File: src/sv/swhsr_pkg.sv
// Package for the single-wire humidity sensor reader.
// Holds the phase type, the status and register index codes, and the reset values.
// It depends on nothing else.
package swhsr_pkg;

	localparam int DATA_BITS_DEF   = 40;
	localparam int TIMER_WIDTH_DEF = 16;

	localparam int CFG_DATA_W  = 16;
	localparam int CFG_INDEX_W = 2;

	localparam logic [CFG_INDEX_W-1:0] CFG_START_LOW = 2'd0;
	localparam logic [CFG_INDEX_W-1:0] CFG_RELEASE   = 2'd1;
	localparam logic [CFG_INDEX_W-1:0] CFG_TIMEOUT   = 2'd2;
	localparam logic [CFG_INDEX_W-1:0] CFG_THRESHOLD = 2'd3;

	localparam logic [15:0] START_LOW_RST = 16'd18000;
	localparam logic [7:0]  RELEASE_RST   = 8'd30;
	localparam logic [7:0]  TIMEOUT_RST   = 8'd100;
	localparam logic [7:0]  THRESHOLD_RST = 8'd50;

	localparam logic [1:0] ST_OK      = 2'd0;
	localparam logic [1:0] ST_TIMEOUT = 2'd1;
	localparam logic [1:0] ST_CSUM    = 2'd2;

	typedef enum logic [3:0] {
		PH_IDLE      = 4'd0,
		PH_START_LOW = 4'd1,
		PH_RELEASE   = 4'd2,
		PH_WAIT_RESP = 4'd3,
		PH_RESP_LOW  = 4'd4,
		PH_RESP_HIGH = 4'd5,
		PH_BIT_LOW   = 4'd6,
		PH_BIT_HIGH  = 4'd7
	} phase_t;

endpackage

File: src/sv/swhsr_if.sv
// Valid/ready channel interfaces of the single-wire humidity sensor reader.
// swhsr_tick_if carries one sample tick, swhsr_result_if one result item.
// They depend on nothing else.
interface swhsr_tick_if;
	logic valid;
	logic ready;
	logic start_request;
	logic line_level;

	modport source (output valid, output start_request, output line_level, input ready);
	modport sink   (input valid, input start_request, input line_level, output ready);
endinterface

interface swhsr_result_if;
	logic       valid;
	logic       ready;
	logic       line_drive_low;
	logic       busy_res;
	logic       done_res;
	logic [1:0] status;
	logic [7:0] humidity_whole;
	logic [7:0] humidity_tenths;
	logic [7:0] temperature_whole;
	logic [7:0] temperature_tenths;
	logic [7:0] checksum_byte;

	modport source (
		output valid, output line_drive_low, output busy_res, output done_res,
		output status, output humidity_whole, output humidity_tenths,
		output temperature_whole, output temperature_tenths, output checksum_byte,
		input ready
	);
	modport sink (
		input valid, input line_drive_low, input busy_res, input done_res,
		input status, input humidity_whole, input humidity_tenths,
		input temperature_whole, input temperature_tenths, input checksum_byte,
		output ready
	);
endinterface

File: src/sv/single_wire_humidity_sensor_reader.sv
// Top level of the single-wire humidity sensor reader.
// Uses swhsr_pkg and the channel interfaces in swhsr_if.sv.
//
//  channel | dir | items                    | fields
//  --------+-----+--------------------------+----------------------------------------
//  tick    | in  | one per microsecond tick | start_request, line_level
//  result  | out | one per accepted tick    | line_drive_low, busy_res, done_res,
//          |     |                          | status, five received bytes
//  cfg     | in  | register writes          | cfg_we, cfg_index, cfg_data
//
// Each tick item updates the sequencer in the cycle it is accepted; its result lands
// in the result register on the same edge, so one item is taken every cycle unless the
// result is stalled. A single result register holds the output.
// Reset clears the sequencer, the held bytes and status, and loads the register defaults.
// A stalled result holds the register; a new tick is taken in the same cycle the
// waiting result leaves, and only then.
module single_wire_humidity_sensor_reader
	import swhsr_pkg::*;
#(
	parameter int DATA_BITS   = DATA_BITS_DEF,
	parameter int TIMER_WIDTH = TIMER_WIDTH_DEF
) (
	input  logic                   clk,
	input  logic                   arst_n,
	swhsr_tick_if.sink             tick,
	swhsr_result_if.source         result,
	input  logic                   cfg_we,
	input  logic [CFG_INDEX_W-1:0] cfg_index,
	input  logic [CFG_DATA_W-1:0]  cfg_data
);

	localparam int CW  = 32;
	localparam int BCW = $clog2(DATA_BITS + 1);
	localparam logic [TIMER_WIDTH-1:0] TIMER_MAX = {TIMER_WIDTH{1'b1}};

	// configuration registers
	logic [15:0] start_low_q;
	logic [7:0]  release_q;
	logic [7:0]  timeout_q;
	logic [7:0]  threshold_q;

	always_ff @(posedge clk or negedge arst_n) begin
		if (!arst_n) begin
			start_low_q <= START_LOW_RST;
			release_q   <= RELEASE_RST;
			timeout_q   <= TIMEOUT_RST;
			threshold_q <= THRESHOLD_RST;
		end else if (cfg_we) begin
			case (cfg_index)
				CFG_START_LOW: start_low_q <= cfg_data;
				CFG_RELEASE:   release_q   <= cfg_data[7:0];
				CFG_TIMEOUT:   timeout_q   <= cfg_data[7:0];
				CFG_THRESHOLD: threshold_q <= cfg_data[7:0];
				default: ;
			endcase
		end
	end

	// sequencer state
	phase_t                 phase_q, phase_d;
	logic [TIMER_WIDTH-1:0] timer_q, timer_d;
	logic [BCW-1:0]         bits_q, bits_d;
	logic [DATA_BITS-1:0]   shift_q, shift_d;
	logic [DATA_BITS-1:0]   held_q, held_d;
	logic [1:0]             status_q, status_d;
	logic                   done_d;

	// handshake: take a tick when the result register is empty or draining
	logic res_valid_q;
	logic tick_fire;
	assign tick.ready = !res_valid_q || result.ready;
	assign tick_fire  = tick.valid && tick.ready;

	logic [TIMER_WIDTH-1:0] timer_inc;
	logic [CW-1:0]          timer_inc_x;
	logic [BCW-1:0]         bits_inc;
	logic                   stay_level;
	logic                   bit_val;
	logic [DATA_BITS-1:0]   shift_push;
	logic [7:0]             sd_byte [5];
	logic [7:0]             hb_byte [5];
	logic [7:0]             csum;

	assign timer_inc   = (timer_q == TIMER_MAX) ? TIMER_MAX : timer_q + 1'b1;
	assign timer_inc_x = CW'(timer_inc);
	assign bits_inc    = bits_q + 1'b1;
	assign stay_level  = !(phase_q == PH_RESP_LOW || phase_q == PH_BIT_LOW);
	assign bit_val     = CW'(timer_q) > CW'(threshold_q);
	assign shift_push  = {shift_q[DATA_BITS-2:0], bit_val};

	// bytes from the top of the received bits; a byte not fully covered by the bits reads as zero
	for (genvar k = 0; k < 5; k++) begin : g_byte
		localparam int SH = DATA_BITS - 8 * (k + 1);
		if (SH >= 0) begin : g_have
			assign sd_byte[k] = shift_push[SH +: 8];
			assign hb_byte[k] = held_d[SH +: 8];
		end else begin : g_none
			assign sd_byte[k] = 8'd0;
			assign hb_byte[k] = 8'd0;
		end
	end

	assign csum = sd_byte[0] + sd_byte[1] + sd_byte[2] + sd_byte[3];

	always_comb begin
		phase_d  = phase_q;
		timer_d  = timer_q;
		bits_d   = bits_q;
		shift_d  = shift_q;
		held_d   = held_q;
		status_d = status_q;
		done_d   = 1'b0;
		case (phase_q)
			PH_IDLE: begin
				if (tick.start_request) begin
					phase_d = PH_START_LOW;
					timer_d = '0;
					bits_d  = '0;
					shift_d = '0;
				end
			end
			PH_START_LOW: begin
				timer_d = timer_inc;
				if (timer_inc_x >= CW'(start_low_q) || timer_inc == TIMER_MAX) begin
					phase_d = (release_q == 8'd0) ? PH_WAIT_RESP : PH_RELEASE;
					timer_d = '0;
				end
			end
			PH_RELEASE: begin
				timer_d = timer_inc;
				if (timer_inc_x >= CW'(release_q) || timer_inc == TIMER_MAX) begin
					phase_d = PH_WAIT_RESP;
					timer_d = '0;
				end
			end
			PH_WAIT_RESP, PH_RESP_LOW, PH_RESP_HIGH, PH_BIT_LOW, PH_BIT_HIGH: begin
				if (tick.line_level == stay_level) begin
					// still in the phase: count, and fail past the timeout
					timer_d = timer_inc;
					if (timer_inc_x > CW'(timeout_q)) begin
						status_d = ST_TIMEOUT;
						phase_d  = PH_IDLE;
						timer_d  = '0;
						bits_d   = '0;
						done_d   = 1'b1;
					end
				end else if (phase_q == PH_BIT_HIGH) begin
					// falling edge ends a bit: decode by the high pulse length
					shift_d = shift_push;
					bits_d  = bits_inc;
					if (bits_inc >= BCW'(DATA_BITS)) begin
						held_d   = shift_push;
						status_d = (csum == sd_byte[4]) ? ST_OK : ST_CSUM;
						phase_d  = PH_IDLE;
						timer_d  = '0;
						bits_d   = '0;
						done_d   = 1'b1;
					end else begin
						phase_d = PH_BIT_LOW;
						timer_d = TIMER_WIDTH'(1);
					end
				end else begin
					// edge ends the phase; this sample opens the next one
					case (phase_q)
						PH_WAIT_RESP: phase_d = PH_RESP_LOW;
						PH_RESP_LOW:  phase_d = PH_RESP_HIGH;
						PH_RESP_HIGH: phase_d = PH_BIT_LOW;
						default:      phase_d = PH_BIT_HIGH;
					endcase
					timer_d = TIMER_WIDTH'(1);
				end
			end
			default: begin
				phase_d = PH_IDLE;
				timer_d = '0;
				bits_d  = '0;
			end
		endcase
	end

	always_ff @(posedge clk or negedge arst_n) begin
		if (!arst_n) begin
			phase_q  <= PH_IDLE;
			timer_q  <= '0;
			bits_q   <= '0;
			shift_q  <= '0;
			held_q   <= '0;
			status_q <= ST_OK;
		end else if (tick_fire) begin
			phase_q  <= phase_d;
			timer_q  <= timer_d;
			bits_q   <= bits_d;
			shift_q  <= shift_d;
			held_q   <= held_d;
			status_q <= status_d;
		end
	end

	// result register
	logic       drive_q, busy_q, done_q;
	logic [1:0] res_status_q;
	logic [7:0] res_byte_q [5];

	always_ff @(posedge clk or negedge arst_n) begin
		if (!arst_n) begin
			res_valid_q <= 1'b0;
		end else if (tick.ready) begin
			res_valid_q <= tick.valid;
		end
	end

	always_ff @(posedge clk) begin
		if (tick_fire) begin
			drive_q      <= (phase_d == PH_START_LOW);
			busy_q       <= (phase_d != PH_IDLE);
			done_q       <= done_d;
			res_status_q <= status_d;
			for (int k = 0; k < 5; k++) begin
				res_byte_q[k] <= hb_byte[k];
			end
		end
	end

	assign result.valid              = res_valid_q;
	assign result.line_drive_low     = drive_q;
	assign result.busy_res           = busy_q;
	assign result.done_res           = done_q;
	assign result.status             = res_status_q;
	assign result.humidity_whole     = res_byte_q[0];
	assign result.humidity_tenths    = res_byte_q[1];
	assign result.temperature_whole  = res_byte_q[2];
	assign result.temperature_tenths = res_byte_q[3];
	assign result.checksum_byte      = res_byte_q[4];

endmodule
File: src/flat_wrapper.sv
// flat-port wrapper written by rule: the top's interface ports become plain ports
module single_wire_humidity_sensor_reader_flat import swhsr_pkg::*;
#(
	parameter int DATA_BITS   = DATA_BITS_DEF,
	parameter int TIMER_WIDTH = TIMER_WIDTH_DEF
)
  (clk, arst_n, cfg_we, cfg_index, cfg_data, tick_valid, tick_start_request, tick_line_level, tick_ready, result_valid, result_line_drive_low, result_busy_res, result_done_res, result_status, result_humidity_whole, result_humidity_tenths, result_temperature_whole, result_temperature_tenths, result_checksum_byte, result_ready);
  swhsr_tick_if tick_i ();
  swhsr_result_if result_i ();
  input  logic clk;
  input  logic arst_n;
  input  logic cfg_we;
  input  logic [CFG_INDEX_W-1:0] cfg_index;
  input  logic [CFG_DATA_W-1:0] cfg_data;
  input wire logic [$bits(tick_i.valid)-1:0] tick_valid;
  input wire logic [$bits(tick_i.start_request)-1:0] tick_start_request;
  input wire logic [$bits(tick_i.line_level)-1:0] tick_line_level;
  output wire logic [$bits(tick_i.ready)-1:0] tick_ready;
  output wire logic [$bits(result_i.valid)-1:0] result_valid;
  output wire logic [$bits(result_i.line_drive_low)-1:0] result_line_drive_low;
  output wire logic [$bits(result_i.busy_res)-1:0] result_busy_res;
  output wire logic [$bits(result_i.done_res)-1:0] result_done_res;
  output wire logic [$bits(result_i.status)-1:0] result_status;
  output wire logic [$bits(result_i.humidity_whole)-1:0] result_humidity_whole;
  output wire logic [$bits(result_i.humidity_tenths)-1:0] result_humidity_tenths;
  output wire logic [$bits(result_i.temperature_whole)-1:0] result_temperature_whole;
  output wire logic [$bits(result_i.temperature_tenths)-1:0] result_temperature_tenths;
  output wire logic [$bits(result_i.checksum_byte)-1:0] result_checksum_byte;
  input wire logic [$bits(result_i.ready)-1:0] result_ready;
  assign tick_i.valid = tick_valid;
  assign tick_i.start_request = tick_start_request;
  assign tick_i.line_level = tick_line_level;
  assign tick_ready = tick_i.ready;
  assign result_valid = result_i.valid;
  assign result_line_drive_low = result_i.line_drive_low;
  assign result_busy_res = result_i.busy_res;
  assign result_done_res = result_i.done_res;
  assign result_status = result_i.status;
  assign result_humidity_whole = result_i.humidity_whole;
  assign result_humidity_tenths = result_i.humidity_tenths;
  assign result_temperature_whole = result_i.temperature_whole;
  assign result_temperature_tenths = result_i.temperature_tenths;
  assign result_checksum_byte = result_i.checksum_byte;
  assign result_i.ready = result_ready;
  single_wire_humidity_sensor_reader #(.DATA_BITS(DATA_BITS), .TIMER_WIDTH(TIMER_WIDTH)) u_core (.clk(clk), .arst_n(arst_n), .tick(tick_i), .result(result_i), .cfg_we(cfg_we), .cfg_index(cfg_index), .cfg_data(cfg_data));
endmodule
File: config.mk
export PLATFORM = sky130hd
export DESIGN_NAME = single_wire_humidity_sensor_reader_flat
export DESIGN_NICKNAME = d
export VERILOG_FILES = /design/src/sv/swhsr_pkg.sv /design/src/sv/swhsr_if.sv /design/src/sv/single_wire_humidity_sensor_reader.sv /design/src/flat_wrapper.sv
export SDC_FILE = /design/constraint.sdc
export NUM_CORES = 1
export LEC_CHECK = 0
export ABC_AREA = 1
export BUFFER_PORTS_ARGS = -buffer_cell sky130_fd_sc_hd__buf_2
export CORE_ASPECT_RATIO = 0.5
export CORE_MARGIN = 5
export CORE_UTILIZATION = 55
export DETAILED_ROUTE_END_ITERATION = 10
export GPL_TIMING_DRIVEN = 0
export PLACE_DENSITY = 0.74
export SYNTH_ARGS = -nofsm -noshare
export SYNTH_HDL_FRONTEND = slang
export SYNTH_SLANG_ARGS = --single-unit
File: constraint.sdc
create_clock -name clk -period 3.7 [get_ports clk]
set_clock_uncertainty 0.1 [all_clocks]
set_input_delay 0.74 -clock clk [delete_from_list [all_inputs] [get_ports clk]]
set_output_delay 0.74 -clock clk [all_outputs]
set_load 0.05 [all_outputs]
==> results, run 1 <==
- The run finished with clean final reports.
- At the worst endpoint, the required time is slightly below 4 ns.
- The critical path endpoint category is a flop.
- The number of buffers created by CTS is 17.
- The largest buffer count on any clock path is 2.
- Summing all multi-input logic gate instances after layout gives roughly 4300 um^2.
- For this design, the CTS-stage hold fixing added 0 buffers.
- Prior to clock tree synthesis, the placed netlist has a worst setup slack of between 0.15 and 0.2 ns.
- Setup violations remaining at the end of the flow were counted as 0.
- The share of Yosys cell area claimed by the top area cell type is 0.323.
- In this run, synthesis produced a sequential element count of 193.
- The number of levels in the clock H-tree is 4.
- The number of inserted filler cells in the final layout is ~1600.
- In the post-synthesis netlist, the biggest area contributors are sky130_fd_sc_hd__dfrtp_1, sky130_fd_sc_hd__edfxtp_1, sky130_fd_sc_hd__nand2_1, sky130_fd_sc_hd__inv_1, sky130_fd_sc_hd__ha_1.
- The area growth from synthesis to final layout is 12.5%.
- The clock tree from TritonCTS is built.
- Headroom to the max-slew limit came out at 0.112.
- The minimum clock period after layout is about 3.5 ns.
- IR analysis of the VDD net gives a maximum drop of about 0.35 mV.
- The tightest min-delay check is of the in -> async type.
- The share of async-settable or async-resettable flops after synthesis is 0.767.
- The detail route stage leaves a number of antenna-violating nets equal to 0.
- The maximum frequency from static timing analysis is 0.285 GHz.
- From left edge to right edge, the die measures 204 um.
- The number of endpoints with negative hold slack in the final report is 0.
- For this block, the routed nets add up to between 20 and 25 mm of wire.
- The number of design-rule violations left by the first detailed-router iteration is 590.
- Of the available clock period, the critical path in the final layout requires 0.949.
- Dividing the detail-routed wire length by the instance count gives between 15 and 20 um.
- Data on the critical path arrives at its endpoint at 3.73 ns.
- The worst setup path is launched from a flop.
- The detailed placer's ending HPWL is about 17 mm.
- In this run, distinct cell masters in the synthesized netlist total 50.
- Setup repair after global routing could not meet its margin everywhere.
- The overall via count from detail_route is about 7900.
- The final-report max-slew violation count is 0.
- The number of design rule violations left after detail routing is 0.
- The detailed-route vias per instance is about 5.3.
- sky130_fd_sc_hd__dfrtp_1 takes more of the synthesized area than any other cell.
- The top fanout value on the critical path is 3.
- The die is ~110 um tall.
- The count of maximum capacitance violations is 0.
- The total congestion overflow after global routing is 0.
- The static leakage power is approximately 0.0057 uW.
- The core region is roughly 18000 um^2.
- The root buffer cell is sky130_fd_sc_hd__clkbuf_16.
- Before antenna repair, the detailed router went through 6 iterations.
- The mapped netlist covers roughly 10000 um^2.
- The critical path starts at u_core.shift_q[24].
- The synthesized instance count is roughly 1100.
- The type of the worst setup path is reg -> reg.
- The initial antenna violation count came to 0.
- On the final layout, the worst hold slack is roughly 0.24 ns.
- The via count of the first global-routing pass is approximately 7800.
- The share of cells above drive strength 1 is 0.177.
- In this run, synthesis inferred between 40 and 50 flip-flops with an integrated enable.
- The boundary pin count is 72.
- The total power density per cell area is about 530 nW/um^2.
- The post-synthesis sequential area ratio is 0.493.
- The overall routing resource usage is 0.222.
- The first-pass GRT wire length is between 30 and 40 mm.
- The clock slew seen by the registers of the worst setup and hold paths is 0.07 ns.
- At the end of routability-driven placement, the weighted congestion stood at around 0.85.
- The synthesized area divided by synthesized cell count is about 9.0 um^2.
- The count of antenna diodes in the layout is 0.
- Yosys printed 0 warnings.
- The total number of nets in the final design is about 1300.
- The transition time at the pin with the least slew margin is approximately 1.3 ns.
- The main flop type after synthesis is sky130_fd_sc_hd__dfrtp_1.
- The number of nets in the synthesized netlist is about 1200.
- The count of buffers from port buffering is between 70 and 80.
- The initial utilization of the core area, before any placement, comes to 0.560.
- The floorplan step defined a die boundary enclosing 21700 um^2.
- The pin count of the biggest net entering global routing is 88.
- The floorplan has 35 rows.
- The least setup slack across all paths after layout is around 0.19 ns.
- The worst-skew pair later-pin latency is 0.44 ns.
- In this run the critical register-to-register path is launched from u_core.shift_q[24].
- The register area is between 5000 and 6000 um^2.
- The number of sinks handled by clock tree synthesis is 193.
-- area by class of cell --
cell class	instances	area share
sequential	193	0.438
multi-input combinational	727	0.374
inverter	189	0.0613
clock buffer	18	0.0379
timing repair buffer	73	0.0343
tap	240	0.0259
buffer	38	0.0175
clock inverter	14	0.0106
-- metal layers --
layer | share of wire | GRT usage | routed length (um) | up-vias
met2 | 0.48 | 0.365 | 11100 | 179
met1 | 0.46 | 0.307 | 10700 | 3763
met5 | 0 | 0 | 0 | -
li1 | - | - | - | 3909
met3 | 0.041 | 0.0338 | 959 | 33
met4 | 0.021 | 0.0712 | 491 | 0
-- metrics by stage --
| stage | area (um^2) | setup TNS [ns] | util | power [uW] | instances |
|---|---|---|---|---|---|
| 2_1_floorplan | 10300 | 0 | - | 3940 | 1147 |
| 3_3_place_gp | 11000 | -42.67 | 0.596 | 4290 | 1458 |
| 3_5_place_dp | 11000 | 0 | 0.598 | 4360 | 1459 |
| 4_1_cts | 11600 | 0 | 0.628 | 6150 | 1491 |
| 5_1_grt | 11600 | -0.0255 | 0.630 | 6470 | 1492 |
| 6_report | 11600 | 0 | 0.630 | 6120 | 1492 |
-- final timing paths --
check                                         end  slack (ns)  cells after the start
min in group clk            u_core.start_low_q[7]        0.39                      2
min                        u_core.start_low_q[12]        0.24                      1
max reg2reg                    u_core.status_q[1]        0.19                     16
min reg2reg                 u_core.start_low_q[7]        0.39                      2
max                            u_core.status_q[1]        0.19                     16
max in group asynchronous       u_core.shift_q[8]        2.38                      2
-- worst max-delay path, cell delays in order, from the launching register on --
cell and delay (ns):
sky130_fd_sc_hd__dfrtp_1 0.43, sky130_fd_sc_hd__fa_1 0.52, sky130_fd_sc_hd__fa_1 0.53, sky130_fd_sc_hd__ha_2 0.19, sky130_fd_sc_hd__inv_2 0.04, sky130_fd_sc_hd__fa_2 0.46, sky130_fd_sc_hd__a22o_1 0.24, sky130_fd_sc_hd__nor3_2 0.14
sky130_fd_sc_hd__nand3_1 0.09, sky130_fd_sc_hd__nor2_1 0.09, sky130_fd_sc_hd__nand3_1 0.07, sky130_fd_sc_hd__nor2_1 0.09, sky130_fd_sc_hd__nand3b_1 0.10, sky130_fd_sc_hd__nand3_1 0.08, sky130_fd_sc_hd__nand2_1 0.08, sky130_fd_sc_hd__nand2_1 0.06
sky130_fd_sc_hd__nand2_1 0.07
-- power by group --
part | switching, uW | total (uW) | internal, uW
clock | 887 | 1790 | 905
sequential | 128 | 2660 | 2530
combinational | 1180 | 1670 | 488
-- cells in the final DEF (no fill, tap or decap), types with 3 or more instances in the layout --
cell type,netlist,layout
sky130_fd_sc_hd__nand2_1,235,235
sky130_fd_sc_hd__inv_1,180,179
sky130_fd_sc_hd__dfrtp_1,133,132
sky130_fd_sc_hd__nor2_1,88,88
sky130_fd_sc_hd__buf_2,11,81
sky130_fd_sc_hd__o21ai_0,75,75
sky130_fd_sc_hd__a21oi_1,63,63
sky130_fd_sc_hd__ha_1,47,46
sky130_fd_sc_hd__edfxtp_1,45,45
sky130_fd_sc_hd__nand3_1,43,43
sky130_fd_sc_hd__o22ai_1,31,31
sky130_fd_sc_hd__nand3_2,19,19
sky130_fd_sc_hd__clkbuf_16,0,17
sky130_fd_sc_hd__clkbuf_1,16,16
sky130_fd_sc_hd__dfstp_2,15,15
sky130_fd_sc_hd__xor2_1,14,14
sky130_fd_sc_hd__fa_1,14,13
sky130_fd_sc_hd__o21ai_1,12,12
sky130_fd_sc_hd__inv_2,9,10
sky130_fd_sc_hd__o22ai_2,10,10
sky130_fd_sc_hd__nor3_1,10,9
sky130_fd_sc_hd__nand2_2,7,7
sky130_fd_sc_hd__a21oi_2,7,7
sky130_fd_sc_hd__xnor2_1,6,6
sky130_fd_sc_hd__nor3_2,4,5
sky130_fd_sc_hd__nor2_4,5,5
sky130_fd_sc_hd__nor2_2,5,5
sky130_fd_sc_hd__buf_1,6,5
sky130_fd_sc_hd__inv_6,0,5
sky130_fd_sc_hd__nand4_1,4,4
sky130_fd_sc_hd__o21ai_2,3,3
sky130_fd_sc_hd__buf_6,2,3
sky130_fd_sc_hd__nor4_1,3,3
sky130_fd_sc_hd__buf_4,2,3
sky130_fd_sc_hd__inv_8,0,3
-- repair_timing --
action / in CTS / in global routing
resized for setup: 0 / 6
endpoints found under the setup margin: 0 / 4
buffers inserted: 0 / 1
-- Yosys cell counts, drive strengths merged (2+ instances only) --
| cell | count |
|---|---|
| a211oi | 2 |
| a21oi | 71 |
| buf | 22 |
| clkbuf | 16 |
| dfrtp | 133 |
| dfstp | 15 |
| edfxtp | 45 |
| fa | 14 |
| ha | 47 |
| inv | 189 |
| nand2 | 244 |
| nand3 | 63 |
| nand4 | 6 |
| nor2 | 98 |
| nor3 | 14 |
| nor4 | 3 |
| o21ai | 90 |
| o221a | 2 |
| o22ai | 41 |
| o31ai | 3 |
| or2 | 2 |
| xnor2 | 6 |
| xor2 | 14 |
-- logic make-up after synthesis --
logic type               after synthesis  share of synthesized area
AND/OR/NAND/NOR                      432                      0.192
buffers and inverters                227                     0.0878
AO/OA/AOI/OAI                        214                      0.126
flip-flops                           193                      0.493
adder cells (fa/ha/maj)               61                     0.0843
XOR/XNOR                              20                     0.0170
-- registers in the layout, summed over array words and instances, names as in the netlist --
signal	count
u_core.phase_q	4
u_core.held_q	40
u_core.result.valid	1
u_core.result.line_drive_low	1
u_core.threshold_q	8
u_core.bits_q	6
u_core.result.busy_res	1
u_core.result.done_res	1
u_core.timer_q	16
u_core.shift_q	39
u_core.status_q	2
u_core.start_low_q	16
u_core.release_q	8
u_core.result.status	2
u_core.timeout_q	8
u_core.res_byte_q	40
No activity file was read; power rests on OpenSTA's default activity.
==> inputs of run 2 (changes only) <==
Settings changed: ABC_AREA 1 to default.
==> run 2 against run 1 <==
- the flow now finishes with violations (negative setup slack)
- critical path depth did not move
- critical path type unchanged
- synthesized area fell by 3.4%
- sequential share of layout area fell by 1.4 points
- wire length rose by 3.8%
- die area fell by 3.2%
- worst setup slack got worse by 0.29 ns
- register-to-register slack got worse by 0.29 ns
- worst hold slack got worse by 0.052 ns
- highest routed layer unchanged
- combinational power rose by 13%
- utilization rose by 5.3 points
==> results, run 2 <==
- The required time reported for the critical path endpoint is slightly below 4 ns.
- The proportion of total power due to net switching is 0.347.
- In the post-route analysis, the smallest setup slack over all paths is -0.107 ns.
- approximately 70 I/O pins were placed.
- The routed wire length is roughly 24 mm.
- In the routed layout, each cell is associated on average with a via count of just under 6.
- The synthesized instance count is between 900 and 1000.
- In the routed design, unresolved DRC markers number 0.
- The worst max-slew margin expressed relative to the limit is 0.249.
- The internal cell power is 4200 uW.
- The tool flagged a number of max-cap violations equal to 0.
- The final hold slack is ~0.18 ns.
- Counting flops with a built-in enable in the synthesized netlist gives 45.
- For this run, the number of Yosys warnings is 0.
- Power spread over the standard cell area amounts to approximately 540 nW/um^2.
- The number of cells on the critical path is 16.
- Global routing finished with a remaining overflow of 0.
- The clock tree from TritonCTS is built.
- In this design, the stage delay of the slowest critical-path cell is 0.58 ns.
- The signal on the critical path passes through ha_4 > and3_4 > nand4_1 > buf_4 > o21ai_4 > ha_1 > and4_1 > nand4_1 > o32ai_2 > a211oi_2 > buf_4 > or4_4 > nor2_4 > o21a_2 > buf_8 > a22o_1.
- The longest clock path from root to sink contains 2 buffers.
- The cell type with the highest aggregate area in the netlist is sky130_fd_sc_hd__dfrtp_1.
- By instance count, the leading cell after synthesis is sky130_fd_sc_hd__dfrtp_1.
- The clock tree synthesis step divided the H-tree into 4 levels.
- The part of the power in the clock network is 0.281.
- Of the total power, combinational logic draws 0.294.
- For this configuration, the core starts out at a cell density of 0.566.
- Counting instances in the post-synthesis netlist gives the leading cell types as sky130_fd_sc_hd__dfrtp_1, sky130_fd_sc_hd__nor2_1, sky130_fd_sc_hd__nand2_1, sky130_fd_sc_hd__inv_1, sky130_fd_sc_hd__mux2_2.
- Data arrives at the worst endpoint at ~4.1 ns.
- The detailed router placed between 7000 and 8000 vias in this run.
- Setup repair after global routing could not meet its margin everywhere.
- The transition time at the pin with the least slew margin is approximately 1.1 ns.
- The worst setup path is of the reg -> reg kind.
- In the finished design, the share of the clock period the worst path needs comes to 1.03.
- In this run, distinct cell masters in the synthesized netlist total 67.
- The number of inserted filler cells in the final layout is 1313.
- The antenna violation net count after detailed routing is 0.
- The count of final setup violators is 16.
- The clock drives just under 200 sinks.
- The overall routing resource usage is 0.222.
- In the final layout, the share of cells above drive strength 1 is 0.291.
- The min-delay analysis places its worst path in the category in -> async.
- The initial antenna violation count came to 0.
- The clock reaches the later pin of the worst-skew pair after 0.44 ns.
- Among all stages on the critical path, the largest delay is contributed by sky130_fd_sc_hd__or4_4.
- The analysis attributes to cell leakage a power of approximately 0.0053 uW.
- The total power draw is between 6000 and 7000 uW.
- The total negative slack is -1.04 ns.
- The flow ran to the end, but the final reports show violations.
- The library cells used most frequently in the layout, excluding fill and tap cells, are sky130_fd_sc_hd__nor2_1, sky130_fd_sc_hd__dfrtp_1, sky130_fd_sc_hd__nand2_1, sky130_fd_sc_hd__buf_2, sky130_fd_sc_hd__inv_1.
- The first detailed-routing pass ran for 6 iterations.
- The analysis attributes to net switching a power of about 2200 uW.
- After detailed routing, the average wire length per cell comes to 18.3 um.
- The maximum frequency from static timing analysis is about 0.26 GHz.
- The number of buffers created by CTS is 17.
- The start of the worst register-to-register path is u_core.timer_q[0].
- The via count of the first global-routing pass came to roughly 7500.
- The die outline height is between 100 and 150 um.
- VDD sags by at most 0.411 mV.
- Yosys attributes the largest share of cell area to sky130_fd_sc_hd__dfrtp_1, sky130_fd_sc_hd__edfxtp_1, sky130_fd_sc_hd__mux2_2, sky130_fd_sc_hd__ha_1, sky130_fd_sc_hd__nor2_1.
- The routed design could run at a clock period as short as between 3 and 4 ns.
- The number of endpoints with negative hold slack in the final report is 0.
- The overall die width is roughly 200 um.
- The share of Yosys cell area claimed by the top area cell type is 0.335.
- In the final layout, the registers with the most flip-flops are u_core.held_q x40, u_core.res_byte_q x40, u_core.shift_q x39.
- The core outline area is about 18000 um^2.
- The share of total power dissipated in sequential elements is 0.425.
- The final-report max-slew violation count was 0.
- The number of nets in the synthesized netlist is just over 1000.
- Synthesis inferred roughly 190 register bits.
- Along the worst path, the maximum fanout reaches 10.
- The clock slew seen by the registers of the worst setup and hold paths is approximately 0.070 ns.
- In the synthesized netlist the dominant register cell turns out to be sky130_fd_sc_hd__dfrtp_1.
- 0 antenna diodes ended up in the layout.
- The number of buffers and inverters on the critical path is 3.
- The area after detailed placement is about 11000 um^2.
- The worst register-to-register path has a depth of 16.
- The post-synthesis sequential area ratio is 0.510.
- The number of design-rule violations left by the first detailed-router iteration is 641.
- The post-route cell area is approximately 12000 um^2.
- The register-to-register path setup slack is -0.11 ns.
- The critical path launch point type is a flop.
- The final reports fail on negative setup slack.
- The critical path endpoint category is a flop.
- The root buffer cell is sky130_fd_sc_hd__clkbuf_16.
- Averaged over all synthesized cells, the footprint is 10.7 um^2.
- At the end of routability-driven placement, the weighted congestion stood at a little over 0.9.
- The synthesized cell area is roughly 10000 um^2.
- From synthesis to final layout, the design area changed by 20.6%.
- The detailed placer's ending HPWL is approximately 16 mm.
- After the last flow step, the layout net total stands at around 1200.
- The count of buffers from port buffering is 70.
- In the synthesized netlist the async set-or-reset flop fraction comes to 0.767.
- The placement row count is 34.
- The first-pass GRT wire length is between 30 and 40 mm.
- The worst register-to-register path ends at u_core.timer_q[6].
- The family with the most delay on the worst path is simple AND/OR/NAND/NOR gates.
- The full die area is between 20000 and 25000 um^2.
- The pin count of the biggest net entering global routing is between 80 and 90.
==> run 2: final cells by class <==
class / instances / area [um^2] / area share
multi-input combinational: 626 / 4790 / 0.399
sequential: 193 / 5090 / 0.424
tap: 234 / 293 / 0.0244
inverter: 68 / 255 / 0.0213
clock inverter: 12 / 120 / 0.0100
timing repair buffer: 126 / 817 / 0.0681
clock buffer: 20 / 457 / 0.0381
buffer: 38 / 176 / 0.0147
==> run 2: routing by layer <==
metal / track usage / part of all wire / vias up
li1: - / - / 3555
met5: 0 / 0 / -
met2: 0.380 / 0.49 / 235
met3: 0.0430 / 0.052 / 58
met1: 0.289 / 0.44 / 3788
met4: 0.0766 / 0.024 / 0
==> run 2: timing repair <==
| item | 4_1_cts | 5_1_grt |
|---|---|---|
| resized for setup | 47 | 44 |
| hold buffers | 0 | 0 |
| pin swaps | 13 | 32 |
| setup endpoints to repair | 32 | 31 |
| cloned | 0 | 0 |
| setup buffers | 24 | 31 |
| endpoints found under the hold margin | 0 | 0 |
==> run 2: logic make-up (layout without fill, tap and decap cells) <==
kind of cell    count (synthesis)  in the layout  share of synthesized area
flops                         193            193                      0.510
xor+xnor                       22             22                     0.0194
simple gates                  300            300                      0.139
buf+inv                       109            264                     0.0434
compound gates                173            173                      0.122
mux                            70             70                     0.0788
fa+ha+maj                      61             61                     0.0873
==> run 2: per-stage QoR <==
step | util | instances | worst slack, ns
after floorplan | - | 928 | 0.0101
after global placement | 0.603 | 1232 | -0.765
after detailed placement | 0.606 | 1234 | -0.835
after CTS | 0.660 | 1287 | 0.00117
after global routing | 0.683 | 1317 | -0.259
final | 0.683 | 1317 | -0.107
==> run 2: how the worst max path moves through the flow <==
| stage | slack [ns] | start | endpoint |
|---|---|---|---|
| floorplan | 0.01 | result_ready | u_core.res_byte_q[0][0] |
| global placement | -0.77 | u_core.timer_q[0] | u_core.result.busy_res |
| detailed placement | -0.84 | u_core.timer_q[0] | u_core.result.busy_res |
| CTS | 0.001 | u_core.timer_q[8] | u_core.result.busy_res |
| global route | -0.26 | u_core.timer_q[0] | u_core.timer_q[6] |
| finish | -0.11 | u_core.timer_q[0] | u_core.timer_q[6] |
==> run 2: power groups by stage <==
stage,Sequential [uW],Combinational [uW],Clock (uW)
6_report,2730,1890,1810
5_1_grt,2770,2090,1920
4_1_cts,2730,1720,1830
3_5_place_dp,2770,1640,0
3_3_place_gp,2750,1580,0
2_1_floorplan,2900,1060,0
==> inputs of run 3 (changes only) <==
--- a/config.mk
+++ b/config.mk
@@ -14,2 +14,3 @@
 export PLACE_DENSITY = 0.74
+export SKIP_LAST_GASP = 1
 export SYNTH_ARGS = -nofsm -noshare
==> constraint.sdc (replaced) <==
create_clock -name clk -period 3.7 [get_ports clk]
set_clock_uncertainty 0.1 [all_clocks]
set_input_delay 0.185 -clock clk [delete_from_list [all_inputs] [get_ports clk]]
set_output_delay 0.185 -clock clk [all_outputs]
set_load 0.05 [all_outputs]
==> run 3 against run 2 <==
- highest routed layer unchanged
- sequential power about the same
- wire length down 2.0%
- sequential share of layout area down 0.14 points
- non-clock buffer count up 3
- global-route usage up 0.41 points
- worst hold slack worse by 0.15 ns
- the run still ends with negative setup slack left
- fmax up 1.3%
- register-to-register slack better by 0.05 ns
- flip-flop and latch count unchanged
- cell area up 0.36%
==> results, run 3 (synthesized netlist as in run 2, its figures left out) <==
- The initial antenna violation count is 0.
- Buffers inserted during clock tree synthesis total 17.
- After detailed routing, the number of remaining DRC violations is 0.
- TritonCTS built the clock tree.
- The wire-length estimate of the detail-placed layout is 15.8 mm.
- The floorplan step defined a die boundary enclosing ~21000 um^2.
- In this run the static leakage power is approximately 0.0053 uW.
- The class of the most critical hold timing path is in -> reg.
- The final layout contains routed wiring with a total length of around 24 mm.
- The number of iterations in the first detailed-routing pass is 5.
- The core outline area is ~18000 um^2.
- Measured against its own limit, the worst slew margin works out to 0.347.
- No sink is reached through more buffers than the 2 on the longest clock path.
- The final hold slack is about 0.036 ns.
- Dividing the final minimum period by the clock period gives 1.02.
- The top cell types in the final layout, fill and taps aside, are sky130_fd_sc_hd__nor2_1, sky130_fd_sc_hd__dfrtp_1, sky130_fd_sc_hd__nand2_1, sky130_fd_sc_hd__buf_2.
- The worst setup path is launched from a flop.
- The largest registers in the layout are u_core.held_q x40, u_core.res_byte_q x40, u_core.shift_q x39.
- The finished layout holds between 1000 and 1500 standard cells, fillers aside.
- The type of the worst setup path is reg -> reg.
- The count of nets left with antenna violations once routing finished came out at 0.
- The maximum frequency from static timing analysis is 0.266 GHz.
- The run finished, with violations left.
- The count of maximum capacitance violations is 0.
- The cell seen most often among critical-path stages is sky130_fd_sc_hd__buf_6.
- The final reports fail on negative setup slack.
- The least setup slack across all paths after layout is -0.0578 ns.
- Detailed routing inserted a total of ~7600 vias.
- The total number of nets in the final design is between 1000 and 1500.
- The final weighted congestion in routability-driven placement is roughly 0.92.
- The number of inserted filler cells in the final layout is approximately 1300.
- The tree built by TritonCTS fans out to around 190 sinks.
- Across the VDD grid, the largest voltage drop is roughly 0.36 mV.
- From synthesis to final layout, the design area changed by 21.1%.
- In this run the power density over the cells is around 530 nW/um^2.
- The count of buffers from port buffering is 70.
- The delay of the slowest cell on the worst path is roughly 0.37 ns.
- The worst-skew pair later-pin latency is 0.44 ns.
- The placement row count is 34.
- The via count of the first global-routing pass came to around 7700.
- The repair_antennas step left the layout with diodes totalling 0.
- Setup violations remaining at the end of the flow were counted as 12.
- The floorplan step set the die width to ~200 um.
- The minimum clock period after layout is 3.76 ns.
- Setup repair after global routing could not meet its margin everywhere.
- The floorplan step set the die height to approximately 110 um.
- Leaving out fill and tap cells, the most frequent cell in the layout is sky130_fd_sc_hd__nor2_1.
- The final-report max-slew violation count came to 0.
- The wire length per cell is approximately 18 um.
- a little over 70 I/O pins were placed.
- In the final layout, the share of cells above drive strength 1 is 0.275.
- Of all nets on the critical path, the largest fanout is 10.
- The number of levels in the clock H-tree is 4.
- Data on the critical path arrives at its endpoint at ~4.0 ns.
- The number of design-rule violations left by the first detailed-router iteration is 411.
- Walking the worst path, the cells encountered are buf_6 > nand4_1 > buf_6 > nor3_4 > mux2i_2 > inv_2 > ha_4 > nand4_1 > nor4_4 > o211ai_1 > o211a_1 > o31ai_4 > o21bai_1 > o21a_2 > buf_6 > a22o_1.
- The detailed-route vias per instance is between 5 and 6.
- The number of endpoints with negative hold slack in the final report came to 0.
- The first global-routing pass estimated 38.7 mm of wire.
- The total congestion overflow after global routing is 0.
- For this configuration, the core starts out at a cell density of 0.566.
- The placed cell count is about 1200.
- The required time reported for the critical path endpoint is ~4 ns.
- The pin count of the biggest net entering global routing is 100.
- The root buffer cell is sky130_fd_sc_hd__clkbuf_16.
- The worst setup path is captured at a flop.
- The transition time at the pin with the least slew margin is between 0.9 and 1 ns.
- The overall routing resource usage is 0.227.
- The clock slew seen by the registers of the worst setup and hold paths is 0.07 ns.
- For this design, the slowest cell found on the critical path is sky130_fd_sc_hd__dfrtp_1.
==> run 3: report_power, final <==
part	switching (uW)	leakage (uW)	internal, uW
Sequential	198	0.00221	2530
Clock	878	0.000274	907
Combinational	1130	0.00281	730
Total	2210	0.00529	4170
==> run 3: layout make-up <==
type                       instances  area (um^2)  share of cell area
timing repair buffer             129          887              0.0737
clock buffer                      19          443              0.0368
multi-input combinational        626         4770               0.396
sequential                       193         5090               0.423
inverter                          68          255              0.0212
tap                              234          293              0.0243
buffer                            38          175              0.0146
clock inverter                    13          128              0.0106
==> run 3: path summary, 6_finish.rpt <==
check	slack, ns	cells after the start	to	from
setup / recovery	-0.06	16	u_core.timer_q[4]	u_core.timer_q[4]
hold / removal	0.04	4	u_core.start_low_q[0]	cfg_index[1]
setup reg to reg	-0.06	16	u_core.timer_q[4]	u_core.timer_q[4]
hold reg to reg	0.37	2	u_core.held_q[21]	u_core.held_q[21]
max in group asynchronous	2.45	3	u_core.shift_q[24]	arst_n
min in group asynchronous	0.15	2	u_core.start_low_q[12]	arst_n
==> run 3: critical path, delay by kind of cell (launching register included) <==
| family | cells | cell delay (ns) |
|---|---|---|
| compound gates | 6 | 1.06 |
| simple gates | 4 | 0.91 |
| buf+inv | 4 | 0.60 |
| flops | 1 | 0.37 |
| mux | 1 | 0.31 |
| fa+ha+maj | 1 | 0.28 |
==> run 3: through the flow <==
step	area, um^2	total power [uW]	setup TNS (ns)	setup slack, ns	util
CTS	11700	6290	0	0.00619	0.667
global route	12000	6740	-3.75	-0.254	0.685
finish	12000	6380	-0.373	-0.0578	0.685
global placement	10600	4340	-26.42	-0.786	0.603
floorplan	9940	3960	0	0.0121	-
detailed placement	10600	4410	-18.56	-0.748	0.606
==> run 3: timing repair <==
action / in CTS / in global routing
cloned: 0 / 0
hold buffers: 19 / 0
gates resized for setup: 39 / 46
setup endpoints to repair: 32 / 29
endpoints found under the hold margin: 90 / 0
setup buffers: 21 / 18
pin swaps: 11 / 23
==> run 3: routing by layer <==
layer,GRT usage,vias to the layer above,share of wire
met5,0,-,0
met2,0.381,229,0.49
li1,-,3574,-
met4,0.0707,0,0.024
met3,0.0539,56,0.049
met1,0.296,3762,0.44
